File: config.mk
export PLATFORM = sky130hd
export DESIGN_NAME = rand_distance_pair_counter
export DESIGN_NICKNAME = d
export VERILOG_FILES = /design/src/rdpc_pkg.sv /design/src/rand_distance_pair_counter.sv /design/src/rdpc_ram.sv /design/src/rdpc_out_reg.sv
export SDC_FILE = /design/constraint.sdc
export NUM_CORES = 2
export LEC_CHECK = 0
export BUFFER_PORTS_ARGS = -buffer_cell sky130_fd_sc_hd__buf_2
export CORE_MARGIN = 1.5
export CORE_UTILIZATION = 40
export DETAILED_ROUTE_END_ITERATION = 8
export HOLD_SLACK_MARGIN = 0.1
export SLEW_MARGIN = 20
export SYNTH_ARGS = -nofsm -noshare
export SYNTH_HDL_FRONTEND = slang
export SYNTH_SLANG_ARGS = --single-unit
File: constraint.sdc
create_clock -name i_clk -period 17.1 [get_ports i_clk]
set_clock_uncertainty 0.2 [all_clocks]
set_input_delay 4.275 -clock i_clk [delete_from_list [all_inputs] [get_ports i_clk]]
set_output_delay 4.275 -clock i_clk [all_outputs]
set_load 0.02 [all_outputs]
File: src/rdpc_pkg.sv
// Shared constants and types for the Rand distance pair counter.
`default_nettype none

package rdpc_pkg;

    // Label and table sizing
    localparam int LABEL_W      = 5;
    localparam int N_LABELS     = 16;
    localparam int IDX_W        = $clog2(N_LABELS);
    localparam int JOINT_DEPTH  = N_LABELS * N_LABELS;
    localparam int JIDX_W       = $clog2(JOINT_DEPTH);

    // Element limit and counter widths
    localparam int MAX_ELEMENTS = 4096;
    localparam int CNT_W        = 13;
    localparam int DIST_W       = 23;

    // Stream widths
    localparam int S_TDATA_W    = 16;
    localparam int M_TDATA_W    = 40;

    // One finished result
    typedef struct packed {
        logic              overflow;
        logic [CNT_W-1:0]  element_total;
        logic [DIST_W-1:0] distance;
    } t_result;

endpackage

`default_nettype wire

File: src/rand_distance_pair_counter.sv
// Rand distance pair counter: one element per transaction, distance out on the last one.
//
// Slave stream: each transaction is one element, its block label in the first
// partition (tdata[4:0]) and in the second (tdata[9:5]), labels 1..16; tlast
// marks the final element of a set. An element with a label out of range is
// skipped, and one beyond 4096 counted elements sets the overflow flag.
// Master stream: one transaction per set, issued for the tlast element:
// distance and element total in tdata, overflow in tuser.
// Throughput: one element per cycle, unless a last element waits on a full
// output. The joint-count RAM read is issued at acceptance and the
// read-modify-write completes when stage one advances, with the previous
// element's write forwarded. The tlast element reaches m_axis_tvalid through
// stage one and the output register. All tables clear together when a result
// is issued, so sets may follow each other without gaps. Reset empties the
// pipeline and all tables. When the master side stalls, the result is held in
// the output register; the pipeline keeps taking elements until a second
// result would have to wait, then drops s_axis_tready.
`default_nettype none

module rand_distance_pair_counter (
    input  wire logic                          i_clk,
    input  wire logic                          i_rst_n,
    input  wire logic                          i_s_axis_tvalid,
    output logic                               o_s_axis_tready,
    // fields from bit 0: label_first[4:0], label_second[9:5], zero fill
    input  wire logic [rdpc_pkg::S_TDATA_W-1:0] i_s_axis_tdata,
    input  wire logic                          i_s_axis_tlast,
    output logic                               o_m_axis_tvalid,
    input  wire logic                          i_m_axis_tready,
    // fields from bit 0: distance[22:0], element_total[35:23], zero fill
    output logic [rdpc_pkg::M_TDATA_W-1:0]     o_m_axis_tdata,
    // fields from bit 0: overflow
    output logic                               o_m_axis_tuser
);
    import rdpc_pkg::*;

    // Input decode
    logic [LABEL_W-1:0] in_la, in_lb;
    logic               in_ok;
    logic [IDX_W-1:0]   in_p, in_q;
    logic [JIDX_W-1:0]  in_j;
    logic [LABEL_W-1:0] la_m1, lb_m1;

    assign in_la = i_s_axis_tdata[LABEL_W-1:0];
    assign in_lb = i_s_axis_tdata[2*LABEL_W-1:LABEL_W];
    assign in_ok = (in_la != '0) && (in_la <= LABEL_W'(N_LABELS))
                && (in_lb != '0) && (in_lb <= LABEL_W'(N_LABELS));
    assign la_m1 = in_la - LABEL_W'(1);
    assign lb_m1 = in_lb - LABEL_W'(1);
    assign in_p  = la_m1[IDX_W-1:0];
    assign in_q  = lb_m1[IDX_W-1:0];
    assign in_j  = JIDX_W'(int'(in_p) * N_LABELS + int'(in_q));

    // Stage one registers
    logic               r_s1_valid, r_s1_last, r_s1_ok;
    logic [IDX_W-1:0]   r_s1_p, r_s1_q;
    logic [JIDX_W-1:0]  r_s1_j;
    logic               r_rd_valid, r_fwd_hit, r_fwd_clear;
    logic [CNT_W-1:0]   r_fwd_data;

    // Set state
    logic [CNT_W-1:0]   r_first_cnt  [N_LABELS];
    logic [CNT_W-1:0]   r_second_cnt [N_LABELS];
    logic [JOINT_DEPTH-1:0] r_jvalid;
    logic [DIST_W-1:0]  r_dist;
    logic [CNT_W-1:0]   r_elem_cnt;
    logic               r_ovf;

    logic               accept, s1_adv, out_can_load;
    logic [CNT_W-1:0]   rd_data, shared, fc, sc;
    logic               count_en, ovf_set, wr_en;
    logic [CNT_W-1:0]   wr_data;
    logic [CNT_W:0]     added;
    logic [DIST_W-1:0]  n_dist;
    logic [CNT_W-1:0]   n_elem_cnt;
    t_result            result;

    // Handshake: stage one moves unless a last element waits on a full output
    assign s1_adv          = r_s1_valid && (!r_s1_last || out_can_load);
    assign o_s_axis_tready = !r_s1_valid || s1_adv;
    assign accept          = i_s_axis_tvalid && o_s_axis_tready;

    // Joint counts
    rdpc_ram #(
        .WIDTH (CNT_W),
        .DEPTH (JOINT_DEPTH)
    ) u_joint_ram (
        .i_clk   (i_clk),
        .i_we    (wr_en),
        .i_waddr (r_s1_j),
        .i_wdata (wr_data),
        .i_re    (accept),
        .i_raddr (in_j),
        .o_rdata (rd_data)
    );

    // Pick the joint count: cleared, forwarded, stored or never written
    always_comb begin
        if (r_fwd_clear) begin
            shared = '0;
        end else if (r_fwd_hit) begin
            shared = r_fwd_data;
        end else if (r_rd_valid) begin
            shared = rd_data;
        end else begin
            shared = '0;
        end
    end

    // Count the new pairs that disagree
    assign fc         = r_first_cnt[r_s1_p];
    assign sc         = r_second_cnt[r_s1_q];
    assign count_en   = r_s1_ok && (r_elem_cnt < CNT_W'(MAX_ELEMENTS));
    assign ovf_set    = r_s1_ok && !(r_elem_cnt < CNT_W'(MAX_ELEMENTS));
    assign added      = {1'b0, fc - shared} + {1'b0, sc - shared};
    assign n_dist     = count_en ? r_dist + DIST_W'(added) : r_dist;
    assign n_elem_cnt = count_en ? r_elem_cnt + CNT_W'(1) : r_elem_cnt;
    assign wr_en      = s1_adv && count_en;
    assign wr_data    = shared + CNT_W'(1);

    assign result.distance      = n_dist;
    assign result.element_total = n_elem_cnt;
    assign result.overflow      = r_ovf || ovf_set;

    // Advance stage one control
    always_ff @(posedge i_clk) begin
        if (!i_rst_n) begin
            r_s1_valid <= 1'b0;
        end else if (accept) begin
            r_s1_valid <= 1'b1;
        end else if (s1_adv) begin
            r_s1_valid <= 1'b0;
        end
    end

    // Load stage one payload and the forwarding snapshot
    always_ff @(posedge i_clk) begin
        if (accept) begin
            r_s1_last   <= i_s_axis_tlast;
            r_s1_ok     <= in_ok;
            r_s1_p      <= in_p;
            r_s1_q      <= in_q;
            r_s1_j      <= in_j;
            r_rd_valid  <= r_jvalid[in_j];
            r_fwd_hit   <= wr_en && (r_s1_j == in_j);
            r_fwd_data  <= wr_data;
            r_fwd_clear <= s1_adv && r_s1_last;
        end
    end

    // Update or clear the set state
    always_ff @(posedge i_clk) begin
        if (!i_rst_n) begin
            for (int i = 0; i < N_LABELS; i++) begin
                r_first_cnt[i]  <= '0;
                r_second_cnt[i] <= '0;
            end
            r_jvalid   <= '0;
            r_dist     <= '0;
            r_elem_cnt <= '0;
            r_ovf      <= 1'b0;
        end else if (s1_adv) begin
            if (r_s1_last) begin
                for (int i = 0; i < N_LABELS; i++) begin
                    r_first_cnt[i]  <= '0;
                    r_second_cnt[i] <= '0;
                end
                r_jvalid   <= '0;
                r_dist     <= '0;
                r_elem_cnt <= '0;
                r_ovf      <= 1'b0;
            end else begin
                if (count_en) begin
                    r_first_cnt[r_s1_p]  <= fc + CNT_W'(1);
                    r_second_cnt[r_s1_q] <= sc + CNT_W'(1);
                    r_jvalid[r_s1_j]     <= 1'b1;
                end
                r_dist     <= n_dist;
                r_elem_cnt <= n_elem_cnt;
                r_ovf      <= result.overflow;
            end
        end
    end

    // Result register
    rdpc_out_reg u_out_reg (
        .i_clk           (i_clk),
        .i_rst_n         (i_rst_n),
        .i_load          (s1_adv && r_s1_last),
        .i_result        (result),
        .o_can_load      (out_can_load),
        .o_m_axis_tvalid (o_m_axis_tvalid),
        .i_m_axis_tready (i_m_axis_tready),
        .o_m_axis_tdata  (o_m_axis_tdata),
        .o_m_axis_tuser  (o_m_axis_tuser)
    );

endmodule

`default_nettype wire

File: src/rdpc_ram.sv
// Generic single-write, single-read RAM with registered read data.
`default_nettype none

module rdpc_ram #(
    parameter int WIDTH = 8,
    parameter int DEPTH = 16
) (
    input  wire logic                     i_clk,
    input  wire logic                     i_we,
    input  wire logic [$clog2(DEPTH)-1:0] i_waddr,
    input  wire logic [WIDTH-1:0]         i_wdata,
    input  wire logic                     i_re,
    input  wire logic [$clog2(DEPTH)-1:0] i_raddr,
    output logic      [WIDTH-1:0]         o_rdata
);

    logic [WIDTH-1:0] r_mem [DEPTH];

    // Write port
    always_ff @(posedge i_clk) begin
        if (i_we) begin
            r_mem[i_waddr] <= i_wdata;
        end
    end

    // Registered read, old data on a same-address write
    always_ff @(posedge i_clk) begin
        if (i_re) begin
            o_rdata <= r_mem[i_raddr];
        end
    end

endmodule

`default_nettype wire

File: src/rdpc_out_reg.sv
// Output register for result transactions on the master stream.
`default_nettype none

module rdpc_out_reg (
    input  wire logic                          i_clk,
    input  wire logic                          i_rst_n,
    input  wire logic                          i_load,
    input  wire rdpc_pkg::t_result             i_result,
    output logic                               o_can_load,
    output logic                               o_m_axis_tvalid,
    input  wire logic                          i_m_axis_tready,
    // fields from bit 0: distance[22:0], element_total[35:23], zero fill
    output logic [rdpc_pkg::M_TDATA_W-1:0]     o_m_axis_tdata,
    // fields from bit 0: overflow
    output logic                               o_m_axis_tuser
);
    import rdpc_pkg::*;

    logic    r_valid;
    t_result r_result;

    assign o_can_load = !r_valid || i_m_axis_tready;

    // Hold the result until the receiver takes it
    always_ff @(posedge i_clk) begin
        if (!i_rst_n) begin
            r_valid <= 1'b0;
        end else if (o_can_load) begin
            r_valid <= i_load;
        end
    end

    always_ff @(posedge i_clk) begin
        if (o_can_load && i_load) begin
            r_result <= i_result;
        end
    end

    assign o_m_axis_tvalid = r_valid;
    assign o_m_axis_tdata  = {(M_TDATA_W - CNT_W - DIST_W)'(0),
                              r_result.element_total, r_result.distance};
    assign o_m_axis_tuser  = r_result.overflow;

endmodule

`default_nettype wire
After elaboration in Yosys (flattened, before gate mapping)
Memories as Yosys holds them, arrays and structs flattened. A register that Yosys moved wholly into a read port is not among the register bits.
Index checks and enable logic that the tools add are counted.
- register bits after elaboration: 366
- bits in latches: 0
- memory bits (writable): 3744
- ROM bits: 0
- output and inout bits: 43
- word-level logic and storage cells: 167
- memories: 3
- memory list (memory ; depth ; bits a word ; read ports ; clocked after Yosys merged registers in ; wr ports ; RTL line ; source):
    u_joint_ram.r_mem ; 256 ; 13 ; 1 ; 1 ; 1 ; rdpc_ram.sv:17 ; logic [WIDTH-1:0] r_mem [DEPTH];
    r_first_cnt ; 16 ; 13 ; 1 ; 1 ; 16 ; rand_distance_pair_counter.sv:62 ; logic [CNT_W-1:0] r_first_cnt [N_LABELS];
    r_second_cnt ; 16 ; 13 ; 1 ; 1 ; 16 ; rand_distance_pair_counter.sv:63 ; logic [CNT_W-1:0] r_second_cnt [N_LABELS];
- $add $sub $neg: 11
- multiply operators: 0
- div/mod/pow operators: 0
- magnitude comparators: 6
- eq/ne operators: 1
- shifts and indexed selects: 0
- mux-type cells: 68
- bitwise gates (word level): 33
- reduce and logical (&&, ||, !) cells: 27
- operator list (operator ; count):
    256-bit 2-to-1 mux ; 2
    13-bit 2-to-1 mux ; 39
    256-bit bitwise OR ; 1
    13-bit by 1-bit adder with 13-bit output (second input constant) ; 4
    23-bit 2-to-1 mux ; 2
    1-bit bitwise OR ; 32
    13-bit OR reduction ; 2
    13-bit subtractor ; 2
    23-bit by 14-bit adder with 23-bit output ; 1
    1-bit 2-to-1 mux ; 19
    8-bit by 9-bit less-than comparator with 1-bit output (second input constant) ; 2
    4-bit 2-to-1 mux ; 4
    13-bit by 13-bit adder with 14-bit output ; 1
    13-bit less-than comparator (second input constant) ; 1
    1-bit logical AND ; 12
    5-bit less-or-equal comparator (second input constant) ; 2
    5-bit nonzero test ; 2
    8-bit by 4-bit adder with 8-bit output ; 1
    1-bit binary-select mux with 8-bit select ; 1
    1-bit demux with 8-bit select ; 1
    8-bit equality test ; 1
    8-bit by 1-bit >= comparator with 1-bit output (second input constant) ; 1
    4-bit by 1-bit subtractor with 4-bit output (second input constant) ; 2
    1-bit zero test ; 4
    3 further kinds ; 7

Depth between registers and ports, before layout
- depth after elaboration: 9
- gate-level depth with buffers: 27
- depth with buffers taken out: 25

Hierarchy
From an unflattened synthesis, not the netlist that was laid out.
- cell total of the unflattened synthesis: 8711
- area total of the unflattened synthesis: 164552.8 sq um
- by module, submodules not included (module ; times used ; cells an instance ; area an instance (sq um)):
    rdpc_ram ; 1 ; 5729 ; 128514.5
    rand_distance_pair_counter ; 1 ; 2935 ; 34835.9
    rdpc_out_reg ; 1 ; 47 ; 1202.4

Worst setup path after synthesis
Ideal clock, no wire load.
- path kind: reg-to-reg
- from: register r_fwd_hit
- to: register r_fwd_data[10] (data pin)
- data arrival time: 12269 ps
- data required time: 15245 ps
- slack: 2976 ps
- cell stages (with the launch flop): 12
- buffers on the path: 2
- period minus slack after synthesis: 14124 ps
- cells stage by stage: edfxtp_1 clkbuf_1 nor2b_1 clkbuf_1 nand2_1 a21o_1 inv_1 ha_1 nand3b_1 or3_1 nor4_1 xnor2_1
- word-level cells in the longest chain between the ends: 3
- RTL lines (element ; RTL line ; source):
    start, declared ; rand_distance_pair_counter.sv:58 ; logic r_rd_valid, r_fwd_hit, r_fwd_clear;
    start signal, assigned ; rand_distance_pair_counter.sv:145 ; r_fwd_hit <= wr_en && (r_s1_j == in_j);
    13-bit 2-to-1 mux ; rand_distance_pair_counter.sv:101 ; end else if (r_fwd_hit) begin
    13-bit 2-to-1 mux ; rand_distance_pair_counter.sv:99 ; if (r_fwd_clear) begin
    13-bit by 1-bit adder with 13-bit output ; rand_distance_pair_counter.sv:119 ; assign wr_data = shared + CNT_W'(1);
    via u_joint_ram.i_wdata[10] ; rdpc_ram.sv:11 ; input wire logic [WIDTH-1:0] i_wdata,
    end signal, assigned ; rand_distance_pair_counter.sv:146 ; r_fwd_data <= wr_data;
    end, declared ; rand_distance_pair_counter.sv:59 ; logic [CNT_W-1:0] r_fwd_data;
The timed path passes the listed nets, and every way through them passes these cells.
A chain may end at the register's enable or synchronous reset.

Worst setup path after layout
- from: input i_s_axis_tdata[5] in the netlist's numbering
- to: register u_joint_ram.o_rdata[12] (read register of u_joint_ram.r_mem) (data pin)
- word-level cells in the longest chain between the ends: 2
- RTL lines (element ; RTL line ; source):
    start, declared ; rand_distance_pair_counter.sv:26 ; input wire logic [rdpc_pkg::S_TDATA_W-1:0] i_s_axis_tdata,
    4-bit by 1-bit subtractor with 4-bit output ; rand_distance_pair_counter.sv:49 ; assign lb_m1 = in_lb - LABEL_W'(1);
    8-bit by 4-bit adder with 8-bit output ; rand_distance_pair_counter.sv:52 ; assign in_j = JIDX_W'(int'(in_p) * N_LABELS + int'(in_q));
    end, declared ; rdpc_ram.sv:14 ; output logic [WIDTH-1:0] o_rdata
No other way between the ends.

==> reports/qor.txt <==
status - finished, final reports clean
pwr/cell area - 121.0 mW/mm^2
worst setup margin - 7401 ps
net switching power - 5.298 mW
CTS Buf Count - 422
vias per cell - 5.740
area of the die - 0.4136 sq mm
max_cap viols - 0
fin nets - 8436
type of the worst min-delay path - flip-flop to flip-flop
Filler Cell Count - 33.81k
Clk pwr share - 40.3%
Peak VDD IR - 0.09846 mV
critical path class - input pin to flip-flop
Post-Route WL - 406000 microns
CP cell instances - buf_12, buf_4, buf_4, buf_4, buf_4, mux4_2, mux4_2, a22oi_1, nand2_1, a31oi_1, o21ai_0
chip width - 643.1 microns
Slew Limit Fails - 0
DRT iter0 DRCs - 8926
gr usage total - 19.22%
Util after Layout - 45.57%
H-tree depth - 5
Sw Ratio - 23.61%
vias - 81.21k
Residual DRC - 0
Pre-Repair DR Iteration Count - 6
PortBufs - 53
synthesized cell area - 0.1639 sq mm
WHS Path Cells - 2
CTS Hold Buffers Added - 0
vias in the first global route - 81.89k
EDFF count, synth - 3820
M2 GR Usage - 30.71%
Async S/R FF share, synth - 0%
cell mode on critical path - buf_4
CP peak stage delay - 820 ps
met3 Usage GRT - 3.605%
DP HPWL - 234800 microns
met1 usage - 26.97%
Die Y-Extent - 643.1 microns
Logic pwr share - 9.9%
Critical Path End Type - flip-flop
wire per inst - 28.70 microns
Setup violations, final - 0
fmax - 103.1 MHz
Fin. Hold Viols - 0
Tmin final - 9699 ps
design internal power - 17.15 mW
leak pwr - 58.39 nW
TritonCTS clock tree - built
Fin Setup TNS - 0 ps
register area share after synthesis - 73.69%
top post-synthesis cells by area - edfxtp_1 (70%), mux4_2 (17%), dfxtp_1 (3.7%)
FP Rows - 234
Worst slew margin - 22.99%
post-CTS setup repair buffer count - 0
slowest stage cell on the critical path - buf_4
most frequent cells in the layout - edfxtp_1 (3820), mux4_2 (1231), nor2_1 (572)
Starting Density - 40.28%
Setup WS pre-CTS - 6299 ps
Total Power - 22.45 mW
Resize count post-CTS - 0
Mapped Cells - 8138
Worst-path clk slew - 60 ps
num ports - 64
R2R depth - 24
register bit count reported by yosys - 4123
CORE AREA - 0.4070 sq mm
largest net degree at the start of global routing - 258
maximum fanout along the worst path - 45
Worst EP required - 17590 ps
layout cells sized above 1 - 27.67%
CTS root buffer - clkbuf_16
Area Growth Syn to Fin - 13.14%
RSZ-0062 raised after global routing - false
post-synth top area cell - edfxtp_1
area share of the largest cell type after synthesis - 69.98%
Routed Antenna Nets - 0
Top Usage Layer GRT - met2
worst slew pin tran - 1155 ps
Synth Flop Type - edfxtp_1
Distinct cells, synth - 65
yosys synthesis warning count - 0
initial antenna violation count - 11
Worst EP arrival - 10190 ps
syn avg cell area - 20.14 sq um
sequential share of power - 49.8%
CTS max path bufs - 4
global-route wire length before repair - 583300 microns
crit path launch type - input pin
clk sinks - 4123
routability congestion estimate from global placement - 0.8117
most common cell after layout, fill and taps aside - edfxtp_1
clock insertion delay at the later pin of the skew report - 990 ps
crit share post-route - 56.72%
gr ovfl total - 0
-- through the flow --
step                      cells  hold WS (ps)  area [sq um]
final                     14150         281.7        185400
after global routing      14140         308.8        185400
after CTS                 14140         282.1        185300
after detailed placement  13360         273.6        171700
after global placement    13360         272.0        171700
after floorplan            8141         241.0        163900
-- cell usage after synthesis, drive strengths merged (9+ instances only) --
| cell | n |
|---|---|
| a21o | 17 |
| a21oi | 66 |
| a221oi | 17 |
| a22o | 14 |
| a22oi | 362 |
| a31oi | 20 |
| and2 | 10 |
| and3 | 23 |
| buf | 179 |
| clkbuf | 373 |
| dfxtp | 303 |
| edfxtp | 3820 |
| fa | 16 |
| ha | 43 |
| inv | 70 |
| mux4 | 1246 |
| nand2 | 201 |
| nand2b | 12 |
| nand3 | 44 |
| nor2 | 733 |
| nor2b | 290 |
| nor3 | 33 |
| o21ai | 57 |
| or2 | 15 |
| or3 | 9 |
| xnor2 | 63 |
| xor2 | 37 |
-- cells by family after synthesis --
group / share of synthesized area, %
xor+xnor: 0.6214
simple gates: 3.866
buf+inv: 1.586
fa+ha+maj: 0.5237
flops: 73.69
compound gates: 2.528
other cells: 0.002288
mux: 17.19
-- critical path: cells and delay by family --
kind	cells	cell delay, ps
simple gates	1	160
buf+inv	5	3140
compound gates	3	1210
mux	2	1170
-- path summary, 6_finish.rpt --
kind         slack (ps)               startpoint                                 to
min                 280  r_dist[19]$_SDFFE_PN0P_            r_dist[19]$_SDFFE_PN0P_
min reg2reg         280  r_dist[19]$_SDFFE_PN0P_            r_dist[19]$_SDFFE_PN0P_
max reg2reg        8780                flip-flop            r_dist[20]$_SDFFE_PN0P_
max                7400        i_s_axis_tdata[5]  u_joint_ram.o_rdata[12]$_DFFE_PP_
-- power by group through the flow --
stage	logic [mW]	clock network, mW	registers, mW
2_1_floorplan	1.49	0	11.4
3_3_place_gp	2.18	0	11.4
3_5_place_dp	2.21	0	11.4
4_1_cts	2.22	9.20	11.2
5_1_grt	2.38	9.57	11.2
6_report	2.22	9.04	11.2
-- sequential cells by signal, indices dropped and copies added (netlist names), 3 cells and up, named ones only --
signal and cells:
r_dist 23, r_elem_cnt 13, r_first_cnt 208, r_fwd_data 13, r_jvalid 256, r_s1_p 4
r_s1_q 3, r_second_cnt 208, u_joint_ram.o_rdata 13, u_joint_ram.r_mem 3328, u_out_reg.o_m_axis_tdata 36
-- final cells by class --
type | count | area (sq um) | area share, %
tap | 5428 | 6792 | 3.662
inverter | 70 | 270.3 | 0.1457
timing repair buffer | 343 | 2721 | 1.468
antenna | 8 | 20.02 | 0.01080
sequential | 4123 | 120800 | 65.14
clock buffer | 511 | 11110 | 5.992
clock inverter | 268 | 2452 | 1.322
multi-input combinational | 3396 | 41290 | 22.26
-- per-layer routing --
metal | routed length, microns | up-vias
met1 | 169800 | 43680
met2 | 193600 | 3247
met4 | 12160 | 7
met5 | 268 | -
li1 | - | 33690
met3 | 30100 | 587
No activity file was read; power rests on OpenSTA's default activity.
